File: src/design/ffha_pkg.sv
// Shared types and codes of the first-fit heap allocator.
package ffha_pkg;

  localparam logic CMD_ALLOC = 1'b0;
  localparam logic CMD_FREE  = 1'b1;

  localparam logic [2:0] ST_OK       = 3'd0;
  localparam logic [2:0] ST_BAD_SIZE = 3'd1;
  localparam logic [2:0] ST_NO_MEM   = 3'd2;
  localparam logic [2:0] ST_UNKNOWN  = 3'd3;
  localparam logic [2:0] ST_DOUBLE   = 3'd4;

  typedef struct packed {
    logic        command;
    logic [31:0] request_size;
    logic [15:0] address;
  } ffha_in_t;

  typedef struct packed {
    logic [15:0] address_out;
    logic [2:0]  status;
    logic [4:0]  pages_in_use;
  } ffha_out_t;

endpackage

File: src/design/ffha_ram.sv
// Block table memory: one write port, one registered read port.
module ffha_ram #(
  parameter int DEPTH = 64,
  parameter int WIDTH = 18
) (
  input  logic                     clk,
  input  logic                     we,
  input  logic [$clog2(DEPTH)-1:0] waddr,
  input  logic [WIDTH-1:0]         wdata,
  input  logic [$clog2(DEPTH)-1:0] raddr,
  output logic [WIDTH-1:0]         rdata
);

  logic [WIDTH-1:0] mem [DEPTH];

  always_ff @(posedge clk) begin
    if (we) begin
      mem[waddr] <= wdata;
    end
  end

  always_ff @(posedge clk) begin
    rdata <= mem[raddr];
  end

endmodule

File: src/design/first_fit_heap_allocator.sv
// First-fit heap allocator: top level with block table sequencer.
//
// Usage: a command is transferred at a rising edge with start high and busy
// low. in_data carries command (0 allocate, 1 free), request_size and address.
// busy stays high until the result has been shown. The result appears on
// out_data for exactly one cycle with out_valid high; the receiver cannot stall
// it and must take it in that cycle.
// cfg_we writes page_limit from cfg_wdata at any edge out of reset; it is meant to change
// only while the block is idle.
// Sequencing: each table entry visited is read through the single registered
// read port of the block table. An allocate scans up to the first fit, grows
// one page per cycle when nothing fits, and a split moves the entries above
// the fit up by one. A free scans to the block, then each coalesce moves the
// entries above down by one. The worst case is a free that merges with both
// neighbours near the start of a full table; a free of address 0 or an
// allocate of a bad size goes straight to the result.
// Reset: a synchronous active-low reset sets one free block of one page and a
// page limit of 16; the state after reset, S_INIT, writes the first table
// entry, with busy high.
module first_fit_heap_allocator
  import ffha_pkg::*;
#(
  parameter int PAGE_BYTES   = 4096,
  parameter int ALIGN_BYTES  = 8,
  parameter int HEADER_BYTES = 16,
  parameter int MAX_BLOCKS   = 64,
  parameter int MAX_PAGES    = 16
) (
  input  logic      clk,
  input  logic      rst_n,
  input  logic      start,
  output logic      busy,
  input  ffha_in_t  in_data,
  output logic      out_valid,
  output ffha_out_t out_data,
  input  logic      cfg_we,
  input  logic [4:0] cfg_wdata
);

  localparam int SW = $clog2(MAX_PAGES * PAGE_BYTES + 1);
  localparam int IW = (MAX_BLOCKS > 1) ? $clog2(MAX_BLOCKS) : 1;
  localparam int CW = $clog2(MAX_BLOCKS + 1);
  localparam logic [SW-1:0] HDR   = SW'(HEADER_BYTES);
  localparam logic [SW-1:0] PAGE  = SW'(PAGE_BYTES);
  localparam logic [SW-1:0] FRESH = SW'(PAGE_BYTES - HEADER_BYTES);
  localparam logic [CW-1:0] CNT_MAX = CW'(MAX_BLOCKS);
  localparam logic [4:0]    PG_MAX  = 5'(MAX_PAGES);
  localparam logic [32:0]   AL_M1   = 33'(ALIGN_BYTES - 1);

  localparam logic [3:0] S_INIT     = 4'd0;
  localparam logic [3:0] S_IDLE     = 4'd1;
  localparam logic [3:0] S_SCAN_RD  = 4'd2;
  localparam logic [3:0] S_SCAN_CHK = 4'd3;
  localparam logic [3:0] S_GROW     = 4'd4;
  localparam logic [3:0] S_FIT      = 4'd5;
  localparam logic [3:0] S_SU_RD    = 4'd6;
  localparam logic [3:0] S_SU_WR    = 4'd7;
  localparam logic [3:0] S_SPL_A    = 4'd8;
  localparam logic [3:0] S_SPL_B    = 4'd9;
  localparam logic [3:0] S_F_MARK   = 4'd10;
  localparam logic [3:0] S_NX_CHK   = 4'd11;
  localparam logic [3:0] S_SD_RD    = 4'd12;
  localparam logic [3:0] S_SD_WR    = 4'd13;
  localparam logic [3:0] S_PV_CHK   = 4'd14;
  localparam logic [3:0] S_DONE     = 4'd15;

  logic [3:0]    state_r, state_nxt;
  logic [IW-1:0] idx_r, idx_nxt;
  logic [IW-1:0] j_r, j_nxt;
  logic [CW-1:0] count_r, count_nxt;
  logic [SW-1:0] off_r, off_nxt;
  logic          cur_free_r, cur_free_nxt;
  logic [SW-1:0] cur_size_r, cur_size_nxt;
  logic [4:0]    pages_r, pages_nxt;
  logic [4:0]    limit_r;
  logic          cmd_r, cmd_nxt;
  logic [31:0]   round_r, round_nxt;
  logic [15:0]   target_r, target_nxt;
  logic [2:0]    status_r, status_nxt;
  logic [15:0]   addr_r, addr_nxt;
  logic          phase_r, phase_nxt;

  logic          mem_we;
  logic [IW-1:0] mem_waddr, mem_raddr;
  logic [SW:0]   mem_wdata, mem_rdata;

  logic          rd_free;
  logic [SW-1:0] rd_size;
  logic [CW-1:0] idx_ext, j_ext;
  logic [32:0]   rnd_sum, rnd_val;
  logic          rd_fits, cur_fits;
  logic [SW-1:0] rest;

  ffha_ram #(.DEPTH(MAX_BLOCKS), .WIDTH(SW + 1)) u_table (
    .clk  (clk),
    .we   (mem_we),
    .waddr(mem_waddr),
    .wdata(mem_wdata),
    .raddr(mem_raddr),
    .rdata(mem_rdata)
  );

  assign rd_free  = mem_rdata[SW];
  assign rd_size  = mem_rdata[SW-1:0];
  assign idx_ext  = CW'(idx_r);
  assign j_ext    = CW'(j_r);
  assign rnd_sum  = {1'b0, in_data.request_size} + AL_M1;
  assign rnd_val  = rnd_sum & ~AL_M1;
  assign rd_fits  = rd_free && (33'(rd_size) >= {1'b0, round_r});
  assign cur_fits = cur_free_r && (33'(cur_size_r) >= {1'b0, round_r});
  assign rest     = cur_size_r - round_r[SW-1:0];

  always_comb begin
    state_nxt    = state_r;
    idx_nxt      = idx_r;
    j_nxt        = j_r;
    count_nxt    = count_r;
    off_nxt      = off_r;
    cur_free_nxt = cur_free_r;
    cur_size_nxt = cur_size_r;
    pages_nxt    = pages_r;
    cmd_nxt      = cmd_r;
    round_nxt    = round_r;
    target_nxt   = target_r;
    status_nxt   = status_r;
    addr_nxt     = addr_r;
    phase_nxt    = phase_r;
    mem_we       = 1'b0;
    mem_waddr    = idx_r;
    mem_wdata    = '0;
    mem_raddr    = idx_r;
    case (state_r)
      S_INIT: begin
        mem_we    = 1'b1;
        mem_waddr = '0;
        mem_wdata = {1'b1, FRESH};
        state_nxt = S_IDLE;
      end
      S_IDLE: begin
        if (start) begin
          cmd_nxt    = in_data.command;
          target_nxt = in_data.address;
          round_nxt  = rnd_val[31:0];
          idx_nxt    = '0;
          off_nxt    = '0;
          status_nxt = ST_OK;
          addr_nxt   = '0;
          if (in_data.command == CMD_ALLOC) begin
            if (in_data.request_size == 32'd0 || rnd_val[32]) begin
              status_nxt = ST_BAD_SIZE;
              state_nxt  = S_DONE;
            end else begin
              state_nxt = S_SCAN_RD;
            end
          end else if (in_data.address == 16'd0) begin
            state_nxt = S_DONE;
          end else begin
            state_nxt = S_SCAN_RD;
          end
        end
      end
      S_SCAN_RD: begin
        state_nxt = S_SCAN_CHK;
      end
      S_SCAN_CHK: begin
        cur_free_nxt = rd_free;
        cur_size_nxt = rd_size;
        if (cmd_r == CMD_ALLOC) begin
          if (rd_fits) begin
            state_nxt = S_FIT;
          end else if (idx_ext + 1'b1 == count_r) begin
            state_nxt = S_GROW;
          end else begin
            off_nxt   = off_r + HDR + rd_size;
            idx_nxt   = idx_r + 1'b1;
            state_nxt = S_SCAN_RD;
          end
        end else begin
          if (off_r + HDR == SW'(target_r)) begin
            if (rd_free) begin
              status_nxt = ST_DOUBLE;
              state_nxt  = S_DONE;
            end else begin
              cur_free_nxt = 1'b1;
              state_nxt    = S_F_MARK;
            end
          end else if (idx_ext + 1'b1 == count_r) begin
            status_nxt = ST_UNKNOWN;
            state_nxt  = S_DONE;
          end else begin
            off_nxt   = off_r + HDR + rd_size;
            idx_nxt   = idx_r + 1'b1;
            state_nxt = S_SCAN_RD;
          end
        end
      end
      S_GROW: begin
        if (cur_fits) begin
          state_nxt = S_FIT;
        end else if (pages_r >= limit_r || pages_r >= PG_MAX) begin
          status_nxt = ST_NO_MEM;
          state_nxt  = S_DONE;
        end else if (cur_free_r) begin
          cur_size_nxt = cur_size_r + PAGE;
          mem_we       = 1'b1;
          mem_waddr    = idx_r;
          mem_wdata    = {1'b1, cur_size_r + PAGE};
          pages_nxt    = pages_r + 1'b1;
        end else if (count_r >= CNT_MAX) begin
          status_nxt = ST_NO_MEM;
          state_nxt  = S_DONE;
        end else begin
          off_nxt      = off_r + HDR + cur_size_r;
          idx_nxt      = count_r[IW-1:0];
          mem_we       = 1'b1;
          mem_waddr    = count_r[IW-1:0];
          mem_wdata    = {1'b1, FRESH};
          cur_free_nxt = 1'b1;
          cur_size_nxt = FRESH;
          count_nxt    = count_r + 1'b1;
          pages_nxt    = pages_r + 1'b1;
        end
      end
      S_FIT: begin
        addr_nxt   = 16'(off_r + HDR);
        status_nxt = ST_OK;
        if (rest > HDR && count_r < CNT_MAX) begin
          j_nxt = IW'(count_r - 1'b1);
          if (count_r - 1'b1 > idx_ext) begin
            state_nxt = S_SU_RD;
          end else begin
            state_nxt = S_SPL_A;
          end
        end else begin
          mem_we    = 1'b1;
          mem_waddr = idx_r;
          mem_wdata = {1'b0, cur_size_r};
          state_nxt = S_DONE;
        end
      end
      S_SU_RD: begin
        mem_raddr = j_r;
        state_nxt = S_SU_WR;
      end
      S_SU_WR: begin
        mem_we    = 1'b1;
        mem_waddr = j_r + 1'b1;
        mem_wdata = mem_rdata;
        if (j_r == idx_r + 1'b1) begin
          state_nxt = S_SPL_A;
        end else begin
          j_nxt     = j_r - 1'b1;
          state_nxt = S_SU_RD;
        end
      end
      S_SPL_A: begin
        mem_we    = 1'b1;
        mem_waddr = idx_r + 1'b1;
        mem_wdata = {1'b1, rest - HDR};
        state_nxt = S_SPL_B;
      end
      S_SPL_B: begin
        mem_we    = 1'b1;
        mem_waddr = idx_r;
        mem_wdata = {1'b0, round_r[SW-1:0]};
        count_nxt = count_r + 1'b1;
        state_nxt = S_DONE;
      end
      S_F_MARK: begin
        mem_raddr = idx_r + 1'b1;
        if (idx_ext + 1'b1 < count_r) begin
          state_nxt = S_NX_CHK;
        end else begin
          mem_we    = 1'b1;
          mem_waddr = idx_r;
          mem_wdata = {1'b1, cur_size_r};
          mem_raddr = idx_r - 1'b1;
          state_nxt = (idx_r == '0) ? S_DONE : S_PV_CHK;
        end
      end
      S_NX_CHK: begin
        if (rd_free) begin
          cur_size_nxt = cur_size_r + HDR + rd_size;
          j_nxt        = idx_r + 1'b1;
          phase_nxt    = 1'b0;
          state_nxt    = S_SD_RD;
        end else begin
          mem_we    = 1'b1;
          mem_waddr = idx_r;
          mem_wdata = {1'b1, cur_size_r};
          mem_raddr = idx_r - 1'b1;
          state_nxt = (idx_r == '0) ? S_DONE : S_PV_CHK;
        end
      end
      S_SD_RD: begin
        mem_raddr = j_r + 1'b1;
        if (j_ext + 1'b1 < count_r) begin
          state_nxt = S_SD_WR;
        end else begin
          count_nxt = count_r - 1'b1;
          if (phase_r) begin
            state_nxt = S_DONE;
          end else begin
            mem_we    = 1'b1;
            mem_waddr = idx_r;
            mem_wdata = {1'b1, cur_size_r};
            mem_raddr = idx_r - 1'b1;
            state_nxt = (idx_r == '0) ? S_DONE : S_PV_CHK;
          end
        end
      end
      S_SD_WR: begin
        mem_we    = 1'b1;
        mem_waddr = j_r;
        mem_wdata = mem_rdata;
        j_nxt     = j_r + 1'b1;
        state_nxt = S_SD_RD;
      end
      S_PV_CHK: begin
        if (rd_free) begin
          mem_we    = 1'b1;
          mem_waddr = idx_r - 1'b1;
          mem_wdata = {1'b1, rd_size + HDR + cur_size_r};
          j_nxt     = idx_r;
          phase_nxt = 1'b1;
          state_nxt = S_SD_RD;
        end else begin
          state_nxt = S_DONE;
        end
      end
      S_DONE: begin
        state_nxt = S_IDLE;
      end
      default: begin
        state_nxt = S_IDLE;
      end
    endcase
  end

  always_ff @(posedge clk) begin
    if (!rst_n) begin
      state_r    <= S_INIT;
      idx_r      <= '0;
      j_r        <= '0;
      count_r    <= CW'(1);
      off_r      <= '0;
      cur_free_r <= 1'b0;
      cur_size_r <= '0;
      pages_r    <= 5'd1;
      limit_r    <= 5'd16;
      cmd_r      <= CMD_ALLOC;
      round_r    <= '0;
      target_r   <= '0;
      status_r   <= ST_OK;
      addr_r     <= '0;
      phase_r    <= 1'b0;
    end else begin
      state_r    <= state_nxt;
      idx_r      <= idx_nxt;
      j_r        <= j_nxt;
      count_r    <= count_nxt;
      off_r      <= off_nxt;
      cur_free_r <= cur_free_nxt;
      cur_size_r <= cur_size_nxt;
      pages_r    <= pages_nxt;
      cmd_r      <= cmd_nxt;
      round_r    <= round_nxt;
      target_r   <= target_nxt;
      status_r   <= status_nxt;
      addr_r     <= addr_nxt;
      phase_r    <= phase_nxt;
      if (cfg_we) begin
        limit_r <= cfg_wdata;
      end
    end
  end

  assign busy                  = (state_r != S_IDLE);
  assign out_valid             = (state_r == S_DONE);
  assign out_data.address_out  = addr_r;
  assign out_data.status       = status_r;
  assign out_data.pages_in_use = pages_r;

endmodule

File: config.mk
export PLATFORM = sky130hd
export DESIGN_NAME = first_fit_heap_allocator
export DESIGN_NICKNAME = d
export VERILOG_FILES = /design/src/design/ffha_pkg.sv /design/src/design/ffha_ram.sv /design/src/design/first_fit_heap_allocator.sv
export SDC_FILE = /design/constraint.sdc
export NUM_CORES = 2
export LEC_CHECK = 0
export BUFFER_PORTS_ARGS = -buffer_cell sky130_fd_sc_hd__buf_2
export CORE_ASPECT_RATIO = 1.2
export CORE_UTILIZATION = 46
export DETAILED_ROUTE_END_ITERATION = 10
export GPL_TIMING_DRIVEN = 0
export PLACE_DENSITY_LB_ADDON = 0.25
export SLEW_MARGIN = 20
export SYNTH_ARGS = -nofsm -noshare
export SYNTH_HDL_FRONTEND = slang
export SYNTH_SLANG_ARGS = --single-unit
File: constraint.sdc
create_clock -name clk -period 12.3 [get_ports clk]
set_clock_uncertainty 0.1 [all_clocks]
set_input_delay 0.615 -clock clk [delete_from_list [all_inputs] [get_ports clk]]
set_output_delay 0.615 -clock clk [all_outputs]
set_load 0.02 [all_outputs]
# Word-level counts from Yosys, hierarchy flattened
# Memories as Yosys holds them, arrays and structs flattened. A register that Yosys moved wholly into a read port is not among the register bits.
# Index checks and enable logic that the tools add are counted.
classes:
  n_reduce_logical: 32
  magnitude_cmp: 10
  addsub: 20
  n_eq_ne: 40
  bitwise_logic: 2
  mux: 116
ops:
  columns: ["op", "n"]
  rows:
  - ["2-to-1 mux 17 bit", 15]
  - ["case mux 18 bit (10 select lines)", 1]
  - ["2-to-1 mux 18 bit", 9]
  - ["2-to-1 mux 6 bit", 18]
  - ["case mux 17 bit (3 select lines)", 2]
  - ["adder 17 bit", 4]
  - [">= comparator 17 x 32 -> 1 bit", 2]
  - ["case mux 4 bit (15 select lines)", 1]
  - ["2-to-1 mux 4 bit", 14]
  - ["adder 17 x 5 -> 17 bit, second input constant", 3]
  - ["2-to-1 mux 3 bit", 13]
  - ["case mux 6 bit (6 select lines)", 1]
  - ["2-to-1 mux 7 bit", 5]
  - ["adder 32 x 3 -> 33 bit, second input constant", 1]
  - ["== test 4 bit, second input constant", 8]
  - ["zero test 32 bit", 1]
  - ["case mux 16 bit (2 select lines)", 1]
  - ["case mux 6 bit (5 select lines)", 1]
  - ["case mux 6 bit (4 select lines)", 1]
  - ["2-to-1 mux 1 bit", 22]
  - ["case mux 7 bit (3 select lines)", 1]
  - ["inequality test 2 bit, second input constant", 10]
  - ["inequality test 3 bit, second input constant", 6]
  - ["case mux 6 bit (3 select lines)", 1]
  - ["other kinds (50)", 79]
word_totals:
  mem_count: 1
  mem_bits_rw: 1152
  elab_cells: 236
  output_inout_bits: 26
  inputBits: 58
  ff_bits: 134
memory_table:
  columns: ["name", "words", "width", "read_ports", "rd_clocked_by_memory_dff", "wr", "line_no", "text"]
  rows:
  - ["u_table.mem", 64, 18, 1, 1, 1, "ffha_ram.sv:14", "logic [WIDTH-1:0] mem [DEPTH];"]

# Depth between registers and ports, before layout
logic_depth:
  depth_word: 8
  mapped_depth: 21
  ltp_nobuf: 17

# Modules after synthesis
# Synthesis repeated with hierarchy kept, for this count alone.
unflattened:
  hier_cells: 3806
  hier_area_um2: 57769.2
modules_own_cells:
  columns: ["module", "area_per_inst_um2", "cells_per_inst", "seq_area_each_um2", "instances"]
  rows:
  - ["ffha_ram", 44958.1, 2069, 34953.5, 1]
  - ["first_fit_heap_allocator", 12811.0, 1737, 2682.6, 1]

# Worst setup path after synthesis
# Ideal clock, no wire load.
synth_timing:
  kind: "register to register"
  start: "register cur_size_r[3]"
  end: "memory u_table.mem[0][10], data pin"
  setup_time_ns: 0.702
  setup_slack_ns: 6.039
  path_stages_with_launch: 14
  synth_period_minus_slack_ns: 6.261
  arrival_time_ns: 5.460
  t_required_ns: 11.498
  path_cell_list: "dfxtp_1 inv_1 ha_1 fa_1 nor2b_1 o21ai_0 a21o_1 a311oi_1 o211ai_1 nor4_1 a31o_2 clkbuf_1 nor3_1 o21ai_0"
synth_between:
  elab_chain_len: 5
  elab_cells_between_ends: 14
synth_lines:
  columns: ["element", "line_no", "text"]
  rows:
  - ["from (decl)", "first_fit_heap_allocator.sv:73", "logic [SW-1:0] cur_size_r, cur_size_nxt;"]
  - ["from (signal assigned)", "first_fit_heap_allocator.sv:364", "cur_size_r <= cur_size_nxt;"]
  - ["subtractor 17 bit / adder 17 x 13 -> 17 bit (equally long branches)", "first_fit_heap_allocator.sv:111, first_fit_heap_allocator.sv:207", null]
  - ["> comparator 17 x 5 -> 1 bit / 2-to-1 mux 18 bit (equally long branches)", "first_fit_heap_allocator.sv:227, first_fit_heap_allocator.sv:203", null]
  - ["logical AND 1 bit / 2-to-1 mux 18 bit (equally long branches)", "first_fit_heap_allocator.sv:227, first_fit_heap_allocator.sv:200", null]
  - ["2-to-1 mux 17 bit / 2-to-1 mux 18 bit (equally long branches)", "first_fit_heap_allocator.sv:227, first_fit_heap_allocator.sv:198", null]
  - ["case mux 18 bit (10 select lines) (*)", "first_fit_heap_allocator.sv:132", "case (state_r)"]
  - ["named net mem_wdata[10]", "first_fit_heap_allocator.sv:85", "logic [SW:0] mem_wdata, mem_rdata;"]
  - ["to (decl)", "ffha_ram.sv:14", null]
# Mark *: on every way through the listed nets, which the timed path passes. The rest lies on a longest branch.

# Worst setup path in the final report
layout_timing:
  start: "register idx_r[0]"
  end: "register u_table.rdata[14] (read register of u_table.mem)"
layout_between:
  elab_chain_len: 4
  elab_cells_between_ends: 9
layout_lines:
  columns: ["element", "line_no", "text"]
  rows:
  - ["from (decl)", "first_fit_heap_allocator.sv:68", "logic [IW-1:0] idx_r, idx_nxt;"]
  - ["from (signal assigned)", "first_fit_heap_allocator.sv:359", "idx_r <= idx_nxt;"]
  - ["adder 6 x 1 -> 7 bit / subtractor 6 x 1 -> 6 bit (equally long branches)", null, null]
  - ["less-than comparator 7 bit / 2-to-1 mux 6 bit (equally long branches)", "first_fit_heap_allocator.sv:271, first_fit_heap_allocator.sv:301", null]
  - ["2-to-1 mux 6 bit, on equally long branches", "first_fit_heap_allocator.sv:271, first_fit_heap_allocator.sv:297", null]
  - ["case mux 6 bit (4 select lines) (*)", "first_fit_heap_allocator.sv:132", null]
  - ["to (decl)", "ffha_ram.sv:11", "output logic [WIDTH-1:0] rdata"]
# Mark *: on every way between the ends. The rest lies on a longest branch, timed or not.
# A chain may end at the register's enable or synchronous reset.

==> out/results.ini <==
[global_routing]
grt_pass1_wl_um=289000
antenna_found_initial=3
overflow=0
grt_max_degree=65
grt_usage=0.303
grt_pass1_vias=43100

[timing]
setup_violations=0
fmaxAchievable_ghz=0.127
period_share=0.638
slew_headroom=0.116
max_slew.worst_pin.slew_ps=1310
min_period_ps=7850
finalHoldViolCount=0
rsz0062_at_grt=no
drv_slew=0

[clock_network]
cts-root-buf=clkbuf_16
post_cts_buffers=0
cts_buffers=134
cts.sinks=1304
hold_buffers=20
cts_tree=done
clk_latency_ps=780
post_cts_resized=0
clkTransAtPathRegs_ps=70
cts_buffer_depth=3
ctsHtreeMaxLevel=4

[final_layout]
layout_common_cells=edfxtp_1 (1152), nand2_1 (701), a211oi_1 (311)
areaGrowthSynthToFinish_pct=14.9
multi_input_area_um2=20500
drive_above_1_share=0.118
seq_area_um2=37600
finalCoreUtilization=0.533
n_fill_cell=10800
final_area_um2=68500
final_common_cell=edfxtp_1
finalNetCount=5457

[outcome]
status=completed

[setup_path]
worstPathMaxFanout=10
crit_path_frequent_cell=nand3_1
critical_path.cell_chain=ha_1 -> clkbuf_1 -> nand3_1 -> xnor2_1 -> ha_1 -> nand3_1 -> a211o_1 -> nand3_1 -> a311oi_1 -> nor3_2 -> nand2_1 -> buf_2 -> buf_2 -> clkbuf_1 -> a2111oi_0 -> nor4_1 -> o21ai_0 -> a211o_1
slowest_delay_ps=1050
worstSetupEndpointType=register
start_kind=register
worst-endpoint-required_ps=12850
path_class=reg2reg
critPathArrivalTime_ps=8400
critPathSlowestCell=nor4_1

[pwr]
vdd.ir_drop.worst_mv=0.210
p_leak_uw=0.0239
power_density_nw_per_um2=273
power_uw=18700

[floorplan]
die_area_um2=131000
initial_core_util=0.464
die_h_um=396
core_area_um2=128000
fp.dieW_um=331
ios=84
row_count=144

[route]
wl_per_cell_um=28.4
finalWirelength_um=201000
drc=0
detail-route-antenna-nets=0
drt-pass1-iter-count=8
num_vias=44300
post_drt_via_cell_ratio=6.27
drt_iter0_markers=4966

[placed_design]
dpl_cell_area_um2=64100
hpwlAfterDp_um=147000
gp_congestion=0.963
io_buffers=82

[yosys]
yosys_register_bits=1304
async_flop_share=0
syn_avg_cell_area_um2=12.1
synthCells=4939
syn-num-nets=5108
yosys_warnings=0
ys_seq_area_frac=0.632
syn-cell-area_um2=59600
synth_edf_count=1152
yosys.cell_types.count=96
synth-main-ff-cell=edfxtp_1

[run]
max-cap-violations=0

[min_path]
hold_path_class=in2reg

[sequential cells by signal, summed over array words and instances (netlist names), 5 cells and up]
register       count
addr_r            16
count_r            7
cur_size_r        17
idx_r              6
j_r                6
limit_r            5
off_r             17
pages_r            5
round_r           29
target_r          16
u_table.mem     1152
u_table.rdata     18
[per-stage QoR]
| stage | std cells | TNS [ps] | hold slack, ps | setup WS (ps) |
|---|---|---|---|---|
| floorplan | 4939 | 0 | 337 | 6040 |
| global route | 7066 | 0 | 61.4 | 4380 |
| CTS | 7066 | 0 | 25.2 | 4730 |
| detailed placement | 6811 | 0 | 359 | 4770 |
| global placement | 6700 | -120460 | 355 | -1070 |
| finish | 7067 | 0 | 62.1 | 4450 |
[critical path, delay by kind of cell (launching register included)]
kind,cells,cell delay (ps)
compound gates,5,1580
xor+xnor,1,760
fa+ha+maj,2,600
buf+inv,4,1850
flops,1,550
simple gates,6,2230
[layer usage]
layer,up-vias,wire [um],GRT usage
li1,19600,-,-
met1,21800,73200,0.360
met2,2318,97800,0.507
met3,565,15700,0.0507
met4,2,14100,0.193
met5,-,11,0
[worst paths after layout]
check        slack [ps]               startpoint                   endpoint  cells after the start
min                  60              in_data[48]         cmd_r$_SDFFE_PN0P_                      3
max reg2reg        4450    idx_r[0]$_SDFFE_PN0P_  u_table.rdata[14]$_DFF_P_                     18
min reg2reg         370  addr_r[15]$_SDFFE_PN0P_    addr_r[15]$_SDFFE_PN0P_                      2
max                4450    idx_r[0]$_SDFFE_PN0P_  u_table.rdata[14]$_DFF_P_                     18
[logic make-up after synthesis]
logic type                 share of synthesized area
and+or+nand+nor                                0.117
AOI/OAI and AO/OA                              0.144
muxes                                         0.0282
DFF                                            0.632
adders and majority gates                     0.0237
xor gates and xnor gates                      0.0202
buffers and inverters                         0.0351
[cell usage after synthesis (all sizes together), types with 7 or more instances]
cell,n,area (um^2)
a31oi,92,576
a311oi,60,526
a221oi,21,225
a2111oi,78,689
a311o,20,200
dfxtp,152,3040
a31o,20,175
nand2,701,2630
o22ai,7,43.8
inv,180,676
nor3,48,245
a32o,20,200
or3,11,68.8
ha,108,1350
and2,17,106
nor2b,14,87.6
nor2,250,943
mux2,37,417
mux2i,126,1260
buf,102,492
a211o,26,228
nand4,48,328
nor4,61,418
and3,99,619
or2,8,50.1
clkbuf,246,923
o211ai,36,275
o21ai,152,764
o21a,9,67.6
a221o,18,180
a22oi,48,360
o221ai,7,67.6
nand2b,11,68.8
xor2,52,455
edfxtp,1152,34600
a21oi,129,649
o2111a,18,203
nand3,239,1200
xnor2,80,701
o31ai,12,90.1
a21o,28,210
a211oi,313,2360
[area by class of cell]
cell class	count	area share
Tap cell	1679	0.0307
Clock buffer	177	0.0530
Multi-Input combinational cell	3107	0.299
Clock inverter	58	0.00676
Sequential cell	1304	0.550
Antenna cell	1	0.0000366
Inverter	180	0.00987
Timing Repair Buffer	213	0.0303
Buffer	348	0.0207
[report_power, final]
| group | internal (uW) | total, uW | switching [uW] |
|---|---|---|---|
| combinational | 2600 | 8750 | 6150 |
| clock | 2170 | 3910 | 1750 |
| sequential | 5790 | 6020 | 224 |
No activity file was read; power rests on OpenSTA's default activity.
